==> config.mk <==
export PLATFORM = sky130hd
export DESIGN_NAME = motor_bridge_mode_controller
export DESIGN_NICKNAME = d
export VERILOG_FILES = /design/src/rtl/core/mbmc_pkg.sv /design/src/rtl/core/mbmc_front.sv /design/src/rtl/core/mbmc_queue.sv /design/src/rtl/core/mbmc_back.sv /design/src/rtl/core/motor_bridge_mode_controller.sv
export SDC_FILE = /design/constraint.sdc
export NUM_CORES = 1
export LEC_CHECK = 0
export BUFFER_PORTS_ARGS = -buffer_cell sky130_fd_sc_hd__buf_2
export CORE_MARGIN = 2
export CORE_UTILIZATION = 61
export CTS_CLUSTER_DIAMETER = 60
export DETAILED_ROUTE_END_ITERATION = 10
export GPL_TIMING_DRIVEN = 0
export PLACE_DENSITY = 0.82
export SYNTH_ARGS = -nofsm -noshare
export SYNTH_HDL_FRONTEND = slang
export SYNTH_SLANG_ARGS = --single-unit
==> constraint.sdc <==
create_clock -name aclk -period 10.6 [get_ports aclk]
set_input_delay 1.06 -clock aclk [delete_from_list [all_inputs] [get_ports aclk]]
set_output_delay 1.06 -clock aclk [all_outputs]
set_load 0.02 [all_outputs]
==> src/rtl/core/mbmc_pkg.sv <==
package mbmc_pkg;

    // mode codes, shared by request and status
    localparam logic [2:0] MODE_SLEEP = 3'd0;
    localparam logic [2:0] MODE_WAKE  = 3'd1;
    localparam logic [2:0] MODE_FWD   = 3'd2;
    localparam logic [2:0] MODE_REV   = 3'd3;
    localparam logic [2:0] MODE_BRAKE = 3'd4;
    localparam logic [2:0] MODE_STOP  = 3'd5;

    // request type codes on the input channel
    localparam logic [1:0] REQ_MODE   = 2'd0;
    localparam logic [1:0] REQ_SAMPLE = 2'd1;
    localparam logic [1:0] REQ_TICK   = 2'd2;

    // configuration register indexes
    localparam logic [1:0] CFG_THRESHOLD = 2'd0;
    localparam logic [1:0] CFG_WAKE      = 2'd1;
    localparam logic [1:0] CFG_DEADTIME  = 2'd2;

    localparam int unsigned CFG_DW = 12;
    localparam int unsigned CFG_IW = 2;

    // mv = raw * 3300 / 4095 = raw * 220 / 273, done as raw * (220 * ceil(2^29 / 273)) >> 29,
    // exact for every 12-bit count
    localparam int unsigned       MV_SHIFT = 29;
    localparam int unsigned       MV_PW    = 41;
    localparam logic [MV_SHIFT-1:0] MV_RECIP = 29'd432643420;

    localparam int unsigned QDEPTH = 2;
    localparam int unsigned QAW    = $clog2(QDEPTH);
    localparam int unsigned QCW    = $clog2(QDEPTH + 1);

    typedef enum logic [1:0] {
        OP_NOP    = 2'd0,
        OP_MODE   = 2'd1,
        OP_SAMPLE = 2'd2,
        OP_TICK   = 2'd3
    } op_t;

    typedef enum logic [2:0] {
        STEP_IDLE = 3'b001,
        STEP_WAKE = 3'b010,
        STEP_DEAD = 3'b100
    } step_t;

    // classified transaction handed from front to back
    typedef struct packed {
        op_t         op;
        logic [2:0]  mode;
        logic [11:0] mv;
        logic        flt;
    } cmd_t;

    typedef struct packed {
        logic [11:0] threshold;
        logic [7:0]  wake_ticks;
        logic [7:0]  dead_ticks;
    } cfg_t;

    typedef struct packed {
        logic        sleep_n;
        logic        enable;
        logic        phase;
        logic [2:0]  mode;
        logic [11:0] current_mv;
        logic        overcurrent;
        logic        fault;
        logic        busy;
        logic        refused;
    } res_t;

endpackage

==> src/rtl/core/mbmc_front.sv <==
module mbmc_front (
    input  logic [1:0]     req_type,
    input  logic [2:0]     req_mode,
    input  logic [11:0]    current_raw,
    input  logic           fault_pin_low,
    output mbmc_pkg::cmd_t cmd
);
    import mbmc_pkg::*;

    logic [MV_PW-1:0] prod;

    // constant-reciprocal scaling of the ADC count
    assign prod = MV_PW'(current_raw) * MV_PW'(MV_RECIP);

    always_comb begin
        cmd.mode = req_mode;
        cmd.mv   = prod[MV_PW-1:MV_SHIFT];
        cmd.flt  = fault_pin_low;
        unique case (req_type)
            // every mode code goes back: a busy sequencer refuses even junk codes
            REQ_MODE:   cmd.op = OP_MODE;
            REQ_SAMPLE: cmd.op = OP_SAMPLE;
            REQ_TICK:   cmd.op = OP_TICK;
            default:    cmd.op = OP_NOP;
        endcase
    end

endmodule

==> src/rtl/core/mbmc_queue.sv <==
module mbmc_queue (
    input  logic           aclk,
    input  logic           aresetn,
    input  logic           push,
    input  mbmc_pkg::cmd_t push_data,
    output logic           full,
    input  logic           pop,
    output logic           head_valid,
    output mbmc_pkg::cmd_t head_data
);
    import mbmc_pkg::*;

    cmd_t           mem_reg [QDEPTH];
    logic [QAW-1:0] wr_ptr_reg, wr_ptr_next;
    logic [QAW-1:0] rd_ptr_reg, rd_ptr_next;
    logic [QCW-1:0] count_reg, count_next;
    logic           do_push, do_pop;

    assign full       = (count_reg == QCW'(QDEPTH));
    assign head_valid = (count_reg != '0);
    assign head_data  = mem_reg[rd_ptr_reg];
    assign do_push    = push && !full;
    assign do_pop     = pop && head_valid;

    always_comb begin
        wr_ptr_next = wr_ptr_reg;
        rd_ptr_next = rd_ptr_reg;
        count_next  = count_reg;
        if (do_push) begin
            wr_ptr_next = (wr_ptr_reg == QAW'(QDEPTH - 1)) ? '0 : wr_ptr_reg + 1'b1;
        end
        if (do_pop) begin
            rd_ptr_next = (rd_ptr_reg == QAW'(QDEPTH - 1)) ? '0 : rd_ptr_reg + 1'b1;
        end
        if (do_push && !do_pop) begin
            count_next = count_reg + 1'b1;
        end else if (do_pop && !do_push) begin
            count_next = count_reg - 1'b1;
        end
    end

    always_ff @(posedge aclk) begin
        if (!aresetn) begin
            wr_ptr_reg <= '0;
            rd_ptr_reg <= '0;
            count_reg  <= '0;
        end else begin
            wr_ptr_reg <= wr_ptr_next;
            rd_ptr_reg <= rd_ptr_next;
            count_reg  <= count_next;
        end
    end

    always_ff @(posedge aclk) begin
        if (do_push) begin
            mem_reg[wr_ptr_reg] <= push_data;
        end
    end

endmodule

==> src/rtl/core/mbmc_back.sv <==
module mbmc_back (
    input  logic           aclk,
    input  logic           aresetn,
    input  mbmc_pkg::cfg_t cfg,
    input  logic           cmd_valid,
    input  mbmc_pkg::cmd_t cmd,
    output logic           cmd_pop,
    output logic           res_valid,
    output mbmc_pkg::res_t res,
    input  logic           res_ready
);
    import mbmc_pkg::*;

    logic [2:0]  mode_reg, mode_next;
    logic [2:0]  pins_reg, pins_next;      // {sleep_n, enable, phase}
    logic [11:0] cur_reg, cur_next;
    logic        latch_reg, latch_next;
    logic        fault_reg, fault_next;
    logic [7:0]  count_reg, count_next;
    step_t       step_reg, step_next;
    logic [2:0]  pmode_reg, pmode_next;
    logic        valid_reg, valid_next;
    res_t        res_reg, res_next;

    logic        refused;
    logic        fin;
    logic        start;
    step_t       start_step;
    logic [7:0]  start_ticks;
    logic [7:0]  dec;
    logic        running;

    assign cmd_pop   = cmd_valid && (!valid_reg || res_ready);
    assign res_valid = valid_reg;
    assign res       = res_reg;
    assign running   = (mode_reg == MODE_FWD) || (mode_reg == MODE_REV);
    assign dec       = (count_reg != '0) ? count_reg - 1'b1 : '0;

    always_comb begin
        mode_next   = mode_reg;
        pins_next   = pins_reg;
        cur_next    = cur_reg;
        latch_next  = latch_reg;
        fault_next  = fault_reg;
        count_next  = count_reg;
        step_next   = step_reg;
        pmode_next  = pmode_reg;
        refused     = 1'b0;
        fin         = 1'b0;
        start       = 1'b0;
        start_step  = STEP_WAKE;
        start_ticks = cfg.wake_ticks;

        unique case (cmd.op)
            OP_MODE: begin
                if (step_reg != STEP_IDLE) begin
                    refused = 1'b1;
                end else if (cmd.mode > MODE_STOP) begin
                    // codes six and seven do nothing
                end else begin
                    priority if (cmd.mode == MODE_SLEEP) begin
                        pins_next  = 3'b000;
                        mode_next  = MODE_SLEEP;
                        cur_next   = '0;
                        fault_next = cmd.flt;
                    end else if (cmd.mode == MODE_WAKE) begin
                        pins_next = 3'b100;
                        start     = 1'b1;
                    end else if (cmd.mode == MODE_BRAKE || cmd.mode == MODE_STOP) begin
                        pins_next  = 3'b100;
                        mode_next  = cmd.mode;
                        cur_next   = '0;
                        latch_next = 1'b0;
                        fault_next = cmd.flt;
                    end else if (mode_reg == MODE_SLEEP) begin
                        pins_next = 3'b100;
                        start     = 1'b1;
                    end else if (running && mode_reg != cmd.mode) begin
                        // reversal: drop enable, hold off for the dead time
                        pins_next   = {pins_reg[2], 1'b0, pins_reg[0]};
                        start       = 1'b1;
                        start_step  = STEP_DEAD;
                        start_ticks = cfg.dead_ticks;
                    end else begin
                        pins_next  = {2'b11, cmd.mode == MODE_FWD};
                        mode_next  = cmd.mode;
                        cur_next   = '0;
                        fault_next = cmd.flt;
                    end
                end
            end
            OP_SAMPLE: begin
                if (step_reg == STEP_IDLE && running) begin
                    cur_next   = cmd.mv;
                    fault_next = cmd.flt;
                    if (cmd.mv >= cfg.threshold) begin
                        pins_next  = {2'b10, pins_reg[0]};
                        mode_next  = MODE_BRAKE;
                        latch_next = 1'b1;
                    end
                end
            end
            OP_TICK: begin
                if (step_reg != STEP_IDLE) begin
                    count_next = dec;
                    fin        = (dec == '0);
                end
            end
            default: ;
        endcase

        if (start) begin
            pmode_next = cmd.mode;
            step_next  = start_step;
            if (start_ticks == '0) begin
                fin = 1'b1;
            end else begin
                count_next = start_ticks;
            end
        end

        // delay done: apply the held mode
        if (fin) begin
            step_next  = STEP_IDLE;
            count_next = '0;
            cur_next   = '0;
            fault_next = cmd.flt;
            if (pmode_next == MODE_WAKE) begin
                mode_next  = MODE_WAKE;
                latch_next = 1'b0;
            end else begin
                pins_next = {2'b11, pmode_next == MODE_FWD};
                mode_next = pmode_next;
            end
        end

        res_next.sleep_n     = pins_next[2];
        res_next.enable      = pins_next[1];
        res_next.phase       = pins_next[0];
        res_next.mode        = mode_next;
        res_next.current_mv  = cur_next;
        res_next.overcurrent = latch_next;
        res_next.fault       = fault_next;
        res_next.busy        = (step_next != STEP_IDLE);
        res_next.refused     = refused;

        valid_next = cmd_pop ? 1'b1 : (valid_reg && !res_ready);
    end

    always_ff @(posedge aclk) begin
        if (!aresetn) begin
            mode_reg  <= MODE_SLEEP;
            pins_reg  <= '0;
            cur_reg   <= '0;
            latch_reg <= 1'b0;
            fault_reg <= 1'b0;
            count_reg <= '0;
            step_reg  <= STEP_IDLE;
            pmode_reg <= MODE_SLEEP;
            valid_reg <= 1'b0;
        end else begin
            valid_reg <= valid_next;
            if (cmd_pop) begin
                mode_reg  <= mode_next;
                pins_reg  <= pins_next;
                cur_reg   <= cur_next;
                latch_reg <= latch_next;
                fault_reg <= fault_next;
                count_reg <= count_next;
                step_reg  <= step_next;
                pmode_reg <= pmode_next;
            end
        end
    end

    always_ff @(posedge aclk) begin
        if (cmd_pop) begin
            res_reg <= res_next;
        end
    end

endmodule

==> src/rtl/core/motor_bridge_mode_controller.sv <==
// H-bridge mode controller for a phase/enable driver. Each input transaction
// is a mode request, a current sample or a one-millisecond tick, and each
// produces exactly one result transaction carrying the pin levels, stored
// mode, last current in mV, overcurrent latch, sampled fault, busy and
// refused flags. Throughput is one transaction per clock while the result
// channel is not stalled; an accepted input is queued before its result is
// registered (front classification and current scaling are combinational and
// land in a two-entry queue at the accepting edge, then the mode sequencer
// pops it and loads the result register when free). The sequencer updates
// all state once per transaction. A stalled result channel fills the queue
// and then drops s_ready. Configuration writes take effect on the next clock
// and must be made while no transaction is in flight. Overcurrent threshold,
// wake delay and dead time reset to 3000 mV, 5 ticks and 20 ticks.
module motor_bridge_mode_controller (
    input  logic                          aclk,
    input  logic                          aresetn,

    input  logic                          cfg_wr_en,
    input  logic [mbmc_pkg::CFG_IW-1:0]   cfg_index,
    input  logic [mbmc_pkg::CFG_DW-1:0]   cfg_wr_data,

    input  logic                          s_valid,
    output logic                          s_ready,
    input  logic [1:0]                    s_req_type,
    input  logic [2:0]                    s_req_mode,
    input  logic [11:0]                   s_current_raw,
    input  logic                          s_fault_pin_low,

    output logic                          m_valid,
    input  logic                          m_ready,
    output logic                          m_sleep_n_pin,
    output logic                          m_bridge_enable_pin,
    output logic                          m_phase_pin,
    output logic [2:0]                    m_motor_mode,
    output logic [11:0]                   m_motor_current_mv,
    output logic                          m_overcurrent_flag,
    output logic                          m_driver_fault,
    output logic                          m_busy_res,
    output logic                          m_request_refused
);
    import mbmc_pkg::*;

    // configuration registers
    cfg_t cfg_reg, cfg_next;

    // front -> queue -> back
    cmd_t front_cmd;
    cmd_t head_cmd;
    logic q_full;
    logic q_valid;
    logic q_pop;
    res_t res;

    always_comb begin
        cfg_next = cfg_reg;
        if (cfg_wr_en) begin
            unique case (cfg_index)
                CFG_THRESHOLD: cfg_next.threshold  = cfg_wr_data;
                CFG_WAKE:      cfg_next.wake_ticks = cfg_wr_data[7:0];
                CFG_DEADTIME:  cfg_next.dead_ticks = cfg_wr_data[7:0];
                default: ;     // unmapped index, dropped
            endcase
        end
    end

    always_ff @(posedge aclk) begin
        if (!aresetn) begin
            cfg_reg.threshold  <= 12'd3000;
            cfg_reg.wake_ticks <= 8'd5;
            cfg_reg.dead_ticks <= 8'd20;
        end else begin
            cfg_reg <= cfg_next;
        end
    end

    // front end: classify the transaction and scale the ADC count
    mbmc_front u_front (
        .req_type      (s_req_type),
        .req_mode      (s_req_mode),
        .current_raw   (s_current_raw),
        .fault_pin_low (s_fault_pin_low),
        .cmd           (front_cmd)
    );

    // input is taken whenever the queue has a free slot
    assign s_ready = !q_full;

    mbmc_queue u_queue (
        .aclk       (aclk),
        .aresetn    (aresetn),
        .push       (s_valid),
        .push_data  (front_cmd),
        .full       (q_full),
        .pop        (q_pop),
        .head_valid (q_valid),
        .head_data  (head_cmd)
    );

    // back end: mode sequencer, delays, overcurrent check, result register
    mbmc_back u_back (
        .aclk      (aclk),
        .aresetn   (aresetn),
        .cfg       (cfg_reg),
        .cmd_valid (q_valid),
        .cmd       (head_cmd),
        .cmd_pop   (q_pop),
        .res_valid (m_valid),
        .res       (res),
        .res_ready (m_ready)
    );

    assign m_sleep_n_pin       = res.sleep_n;
    assign m_bridge_enable_pin = res.enable;
    assign m_phase_pin         = res.phase;
    assign m_motor_mode        = res.mode;
    assign m_motor_current_mv  = res.current_mv;
    assign m_overcurrent_flag  = res.overcurrent;
    assign m_driver_fault      = res.fault;
    assign m_busy_res          = res.busy;
    assign m_request_refused   = res.refused;

endmodule
* Word-level counts from Yosys, hierarchy flattened
Memories as Yosys holds them, arrays and structs flattened. A register that Yosys moved wholly into a read port is not among the register bits.
Index checks and enable logic that the tools add are counted.
** Word-level totals
- Register bits after elaboration :: 89
- Latch bits :: 0
- RAM bits :: 36
- ROM bits :: 0
- Input bits :: 37
- Output and inout bits :: 24
- Logic and storage cells :: 183
- Memories kept :: 1
** Memories
- u_queue.mem_reg :: words 2, width 18, read ports 1, clocked after memory_dff 1, wr ports 1, RTL line mbmc_queue.sv:13 : cmd_t mem_reg [QDEPTH];
** Operators by class
- Add/subtract/negate cells :: 5
- Multiply operators :: 1
- Divide/modulo/power cells :: 0
- Order comparisons :: 2
- Equal/unequal tests :: 20
- Shifts and indexed selects :: 0
- Multiplexer cells :: 102
- Bitwise operators :: 0
- Reduce and logical (&&, ||, !) cells :: 28
** Operators by type and width (number)
- $mux 8 :: 14
- $mux 12 :: 9
- $mux 3 :: 33
- $mul 12x27->39 const B :: 1
- $mux 1 :: 38
- $pmux 12 s2 :: 1
- $logic_not 8->1 :: 2
- $eq 3x2->1 const B :: 4
- $ge 12x12->1 :: 1
- $pmux 3 s2 :: 2
- $eq 2x2->1 const B :: 5
- $eq 3x1->1 const B :: 3
- $logic_and 1x1->1 :: 8
- $reduce_bool 8->1 :: 1
- $sub 8x1->8 const B :: 1
- $eq 2x1->1 const B :: 3
- $eq 3x3->1 const B :: 2
- $logic_not 3->1 :: 2
- $ne 3x1->1 const B :: 2
- $pmux 2 s3 :: 1
- $reduce_and 2->1 :: 3
- $logic_not 1->1 :: 5
- $logic_not 2->1 :: 2
- $mux 2 :: 2
- 8 further kinds :: 13

* Depth between registers and ports, before layout
Gate-level depths: netlist of the first run.
- Depth after elaboration :: 16
- Depth in mapped cells :: 19
- Mapped depth without buffers :: 19

* Hierarchy
A second synthesis of the first run with hierarchy kept.
** Second synthesis, totals
- Cell total of the unflattened synthesis :: 1155
- Area total of the unflattened synthesis :: 11462.2 um^2
** Modules (own cells, without submodules)
- mbmc_front :: times used 1, cells each 564, area each 5192.5 um^2, seq. area each 0.0 um^2
- mbmc_back :: times used 1, cells each 397, area each 3592.2 um^2, seq. area each 1361.3 um^2
- mbmc_queue :: times used 1, cells each 81, area each 1532.7 um^2, seq. area each 1181.1 um^2
- motor_bridge_mode_controller :: times used 1, cells each 113, area each 1144.8 um^2, seq. area each 560.5 um^2

* Worst setup path before layout of the first run
No wires, ideal clock.
- Path type :: input to register
- Start :: input port s_current_raw[9]
- End :: memory u_queue.mem_reg[0][12] in the netlist's numbering (data pin)
- Library setup time :: 0.265 ns
- Arrival time :: 5.461 ns
- Data required time :: 10.335 ns
- Slack :: 4.874 ns
- Stages :: 18
- Path buffers :: 0
- Path through :: fa_1 > inv_1 > fa_1 > inv_1 > fa_1 > fa_1 > inv_1 > fa_1 > inv_1 > ha_1 > o2111ai_1 > nor3_1 > o21ai_0 > a21oi_1 > nor3_1 > o21ai_0 > nor4_1 > a311o_1
** RTL lines
- start, declared :: RTL line motor_bridge_mode_controller.sv:26 : input logic [11:0] s_current_raw,
- end, declared :: RTL line mbmc_queue.sv:13

==> impl_metrics.csv, run 1 <==
group,metric,value,unit
global_route,overflow,0,
setup_path,cpPeakStageDelay,0.56,ns
yosys,ys_warn_count,0,
global_route,grt_pass1_wl,44650,µm
pwr,pwr-share-seq,22.2,%
cells_and_area,final_util,69.35,%
clock_tree,clock-sinks,126,
routing,routed_wl,27610,µm
routing,dr.pass1.iters,6,
yosys,ys_seq_area_share,27.31,%
cells_and_area,largest_reg_flops,36,
yosys,synthCells,1151,
setup_path,critPathMostFrequentCell,"fa_1",
clock_tree,numCtsBuffers,17,
routing,met3_length,1708,µm
timing,finalCritPeriodShare,59.11,%
timing,slew_headroom,18.70,%
place,dpl.hpwl,21790,µm
clock_tree,cts.path.max_buffers,2,
setup_path,cpMaxStageDelayCell,"fa_1",
floorplan,io_pins,61,
setup_path,cp-start-kind,"primary input",
flow_run,cap_violations,0,
timing,hold_violations,0,
clock_tree,clk_pin_slew,0.06,ns
pwr,p_int,1840,µW
routing,post_drt_wl_per_cell,18.74,µm
pwr,p_sw_share,44.02,%
cells_and_area,drive_above_1_share,12.30,%
timing,finalMaxSlewViolations,0,
yosys,synth.top_cells.by_area,"fa_1 18%, edfxtp_1 15%, ha_1 14%, dfxtp_1 12%, inv_1 7.6%",
clock_tree,htreeDepth,4,
floorplan,dieArea,0.01973,mm²
timing,skew,0.01034,ns
yosys,syn_nets,1421,
timing,worstMarginPinSlew,1.217,ns
yosys,async_reset_ff_share,0,%
floorplan,die_w,140.5,µm
pwr,p_comb_share,59.1,%
clock_tree,clk_latency,0.43,ns
yosys,synth_edf_count,58,
pwr,clkPwrFrac,18.7,%
cells_and_area,antenna_cells,0,
routing,route.met2.wl,13410,µm
routing,top_layer,"met4",
routing,vias,8653,
cells_and_area,final_nets,1501,
setup_path,endpoint_kind,"flip-flop",
clock_tree,tritoncts,"built",
setup_path,reg2reg_slack,6.36,ns
timing,rsz0062_at_grt,"no",
yosys,ys_ff_latch,126,
yosys,netlist.area_leader.share,18.33,%
hold_path,min_path_type,"flip-flop to flip-flop",
pwr,powerDensity,261.2,mW/mm²
status,status,"finished clean",
clock_tree,hold_buffers,0,
yosys,ys.flop_type,"dfxtp_1",
yosys,synth_area,0.01136,mm²
global_route,grt_usage,28.95,%
setup_path,critPathCapture,"u_queue.mem_reg[1][12]$_DFFE_PP_",
yosys,yosysTopAreaCell,"fa_1",
routing,drc,0,
place,gp_routability_congestion,0.9846,
routing,m1WireLength,11500,µm
setup_path,crit_path_max_fanout,6,
pwr,vdd_ir_drop_max,0.0001890,V
routing,drt_iter0_markers,685,
timing,fmax,159.6,MHz
setup_path,required,10.76,ns
pwr,p_switching,1447,µW
timing,fin_setup_tns,0,ns
cells_and_area,syn_to_final_growth,10.78,%
pwr,finalPower,3287,µW
floorplan,coreArea,0.01815,mm²
global_route,grt_pass1_vias,8857,
clock_tree,cts_resized,0,
timing,setup-violations-final,0,
timing,period_needed,6.265,ns
routing,viasPerCell,5.874,
global_route,grt_max_degree,32,
floorplan,start_util,62.60,%
place,port_buffers,60,
setup_path,cp-startpoint,"s_current_raw[9]",
floorplan,die_y,140.5,µm
yosys,synthDistinctLibCells,80,
setup_path,rr_worst_depth,14,
clock_tree,cts-root-buf,"clkbuf_16",
yosys,synthTopCellsByCount,"229 x inv_1, 129 x ha_1, 104 x fa_1",
floorplan,placementRows,49,
setup_path,timing.rr.end,"u_back.res[7]$_DFFE_PP_",
global_route,antenna_found_initial,0,
yosys,yosysMostFrequentCell,"inv_1",
setup_path,worstPathCellList,"buf_2, fa_1, fa_1, inv_1, fa_1, inv_1, fa_1, inv_1, fa_1, inv_1, ha_1, nand2_1, nor3_1, o21ai_0, a21oi_1, nor3_1, o21ai_0, nor4_1, a311o_1",
clock_tree,post-cts-setup-buffer-count,0,
routing,postRouteAntennaNets,0,
timing,hold_slack,0.4624,ns
cells_and_area,fillers,1330,
pwr,p_leak,0.005926,µW
yosys,syn_area_per_cell,9.870,µm²
setup_path,worstPathArrival,6.43,ns
setup_path,critPathKind,"primary input to flip-flop",
[final cells by class]
class,count,area (µm²),share of cell area (%)
plain buffers,32,157.7,1.253
clock buffers,17,425.4,3.380
clock inverters,15,193.9,1.541
inverters,229,859.6,6.830
multi-input cells,764,7244,57.56
flip-flops and latches,126,3103,24.65
well taps,229,286.5,2.277
repair buffers,61,315.3,2.505
[worst max-delay path, delay by kind of cell]
kind / cells / cell delay, ns
and+or+nand+nor: 4 / 0.63
AOI/OAI and AO/OA: 4 / 1.35
adders and majority gates: 6 / 2.98
buffers and inverters: 5 / 0.40
[layout by cell type (no fill, tap or decap), drive strengths merged, types with 19 or more instances in the layout]
cell type,Yosys,layout
inv,229,231
ha,129,129
fa,104,104
nand2,81,81
buf,9,70
dfxtp,68,68
edfxtp,58,58
a21oi,50,50
nor2,47,47
clkbuf,23,40
o21ai,39,39
mux2i,38,38
nor2b,23,23
a21boi,21,21
mux2,19,19
nand4,19,19
[power by group through the flow]
stage               logic (µW)  clock network, µW  registers, µW
global route              2180                637            741
CTS                       1920                616            728
floorplan                 1370                  0            782
detailed placement        1900                  0            737
finish                    1940                616            728
global placement          1830                  0            734
[stage by stage]
step	cell area, µm²	cells	setup slack [ns]
global route	12590	1473	4.181
global placement	11950	1440	4.090
CTS	12590	1473	4.389
detailed placement	11970	1441	3.991
finish	12590	1473	4.335
floorplan	11360	1151	4.874
[per-layer routing]
layer  GRT usage [%]  vias to the layer above
met2           49.30                      354
met4           11.11                        0
met3           5.368                       82
met5               0                        -
li1                -                     4057
met1           36.94                     4160
[worst min path at each step]
stage                                                 end  slack (ns)                       startpoint  cells past startpoint
after floorplan           u_back.step_reg[0]$_SDFFE_PN1P_        0.43  u_back.step_reg[0]$_SDFFE_PN1P_                      1
after global placement    u_back.cur_reg[11]$_SDFFE_PN0P_        0.45  u_back.cur_reg[11]$_SDFFE_PN0P_                      2
after detailed placement  u_back.step_reg[0]$_SDFFE_PN1P_        0.45  u_back.step_reg[0]$_SDFFE_PN1P_                      1
after CTS                  u_back.cur_reg[0]$_SDFFE_PN0P_        0.46   u_back.cur_reg[0]$_SDFFE_PN0P_                      2
after global routing      u_back.step_reg[0]$_SDFFE_PN1P_        0.49  u_back.step_reg[0]$_SDFFE_PN1P_                      1
final                      u_back.cur_reg[0]$_SDFFE_PN0P_        0.46   u_back.cur_reg[0]$_SDFFE_PN0P_                      2
[logic make-up (layout without fill, tap and decap cells)]
group	after synthesis	count (layout)	synth area share [%]
AO/OA/AOI/OAI	213	213	13.79
XOR/XNOR	17	17	1.311
adder cells (fa/ha/maj)	233	233	32.53
buffers and inverters	261	354	8.943
flip-flops	126	126	27.31
multiplexers	57	57	5.297
AND/OR/NAND/NOR	244	244	10.82
(Power assumes the default switching activity.)
==> run 2, diff against run 1 <==
clock period = 5.8 ns   (was 10.6 ns; I/O delays follow)
==> run 2 against run 1 <==
Compared with the run above:
- worst setup slack got worse by 4.1 ns
- non-clock buffer count stayed put
- count of clock-buffer cells in the layout did not move
==> impl_metrics.csv, run 2 (same netlist as run 1, synthesis figures left out) <==
group,metric,value,unit
global_route,grt_usage,28.95,%
cells_and_area,final_cell_mix,"229 x inv_1, 129 x ha_1, 104 x fa_1",
cells_and_area,syn_to_final_growth,10.83,%
cells_and_area,fillers,1330,
global_route,grt-busiest-layer,"met2",
floorplan,io_pins,61,
hold_path,min_path_type,"primary input to flip-flop",
clock_tree,cts_resized,0,
setup_path,required,5.96,ns
floorplan,start_util,62.60,%
clock_tree,numCtsBuffers,17,
clock_tree,clock-sinks,126,
cells_and_area,antenna_cells,0,
timing,setup-violations-final,0,
setup_path,endpoint_kind,"flip-flop",
pwr,finalPower,6013,µW
routing,vias,8645,
pwr,powerDensity,477.6,mW/mm²
routing,post_drt_wl_per_cell,18.73,µm
timing,slew_headroom,20.32,%
routing,viasPerCell,5.869,
clock_tree,clk_latency,0.43,ns
timing,period_needed,5.609,ns
clock_tree,post-cts-setup-buffer-count,0,
clock_tree,htreeDepth,4,
global_route,grt_pass1_vias,8857,
clock_tree,hold_buffers,0,
global_route,use_met3,5.368,%
timing,rsz0062_at_grt,"no",
routing,postRouteAntennaNets,0,
routing,routed_wl,27590,µm
cells_and_area,final_common_cell,"inv_1",
cells_and_area,largest_reg_flops,36,
cells_and_area,layout.area.seq,0.003103,mm²
timing,fin_ws,0.1911,ns
timing,fin_setup_tns,0,ns
clock_tree,cts-root-buf,"clkbuf_16",
setup_path,rr_worst_depth,14,
place,pre_cts_ws,-0.3289,ns
cells_and_area,drive_above_1_share,12.38,%
place,dpl.hpwl,21790,µm
pwr,vdd_ir_drop_max,0.0003429,V
hold_path,whs_path_depth,1,
place,port_buffers,60,
global_route,gr-usage-met1,36.94,%
floorplan,placementRows,49,
floorplan,die_y,140.5,µm
setup_path,cp-start-kind,"primary input",
place,dpl.cell_count,1441,
timing,finalCritPeriodShare,96.71,%
timing,skew,0.007832,ns
global_route,grt_pass1_wl,44650,µm
setup_path,worstPathArrival,5.77,ns
floorplan,coreArea,0.01815,mm²
routing,drt_iter0_markers,719,
cells_and_area,final_cells,1473,
global_route,grt_use_met2,49.30,%
pwr,p_leak,0.005926,µW
status,status,"finished clean",
clock_tree,cts.path.max_buffers,2,
floorplan,die_w,140.5,µm
routing,dr.pass1.iters,5,
floorplan,dieArea,0.01973,mm²
timing,hold_slack,0.3469,ns
routing,drc,0,
timing,fmax,178.3,MHz
timing,hold_violations,0,
cells_and_area,multiInputGateArea,0.007249,mm²
clock_tree,tritoncts,"built",
global_route,antenna_found_initial,0,
timing,worstMarginPinSlew,1.193,ns
setup_path,critPathKind,"primary input to flip-flop",
timing,finalMaxSlewViolations,0,
place,gp_routability_congestion,0.9846,
flow_run,cap_violations,0,
clock_tree,clk_pin_slew,0.06,ns
global_route,grt_max_degree,32,
cells_and_area,final_nets,1501,
setup_path,crit_path_max_fanout,7,
global_route,overflow,0,
## run 2: cell types whose count changed in the layout (fill, tap and decap cells not counted)
cell,before,now
nor3_1,12,11
nor3_2,0,1
o21ai_0,30,29
o21ai_1,5,6
## run 2: per-stage QoR
step	area, µm²	util, %
CTS	12590	69.35
finish	12590	69.38
floorplan	11360	-
global placement	11950	65.84
global route	12590	69.38
detailed placement	11970	65.94
## run 2: critical path: stages
cell and delay, ns:
buf_2 0.18, fa_1 0.66, inv_1 0.08, fa_1 0.48, fa_1 0.54, inv_1 0.05, fa_1 0.57, inv_1 0.07
fa_1 0.50, inv_1 0.04, ha_1 0.32, nand4_1 0.17, nor3_1 0.21, o21ai_0 0.11, a21oi_1 0.31, nor3_1 0.15
o21ai_1 0.28, nor4_1 0.09, a311o_1 0.36
## run 2: cell type report
cell class | instances | area share [%]
multi-input combinational | 764 | 57.58
sequential | 126 | 24.64
inverter | 229 | 6.827
clock buffer | 17 | 3.379
timing repair buffer | 61 | 2.504
tap | 229 | 2.276
clock inverter | 15 | 1.540
buffer | 32 | 1.252
## run 2: final timing paths
path                                  start  slack, ns                               end
max reg2reg                       flip-flop       1.57           u_back.res[7]$_DFFE_PP_
min reg2reg  u_back.cur_reg[0]$_SDFFE_PN0P_       0.47    u_back.cur_reg[0]$_SDFFE_PN0P_
max                        s_current_raw[6]       0.19  u_queue.mem_reg[1][12]$_DFFE_PP_
min                           s_req_mode[2]       0.35  u_queue.mem_reg[1][15]$_DFFE_PP_
## run 2: routing by layer
layer  part of all wire [%]  vias up  routed length, µm
li1                       -     4053                  -
met1                     42     4158              11460
met2                     49      360              13440
met3                    6.2       74               1719
met4                    3.5        0                963
met5                      0        -                  0
## run 2: report_power, final
part	internal [µW]	total [µW]	switching (µW)
Combinational	1390	3560	2170
Clock	716	1120	409
Sequential	1260	1330	73.0
Total	3360	6010	2650
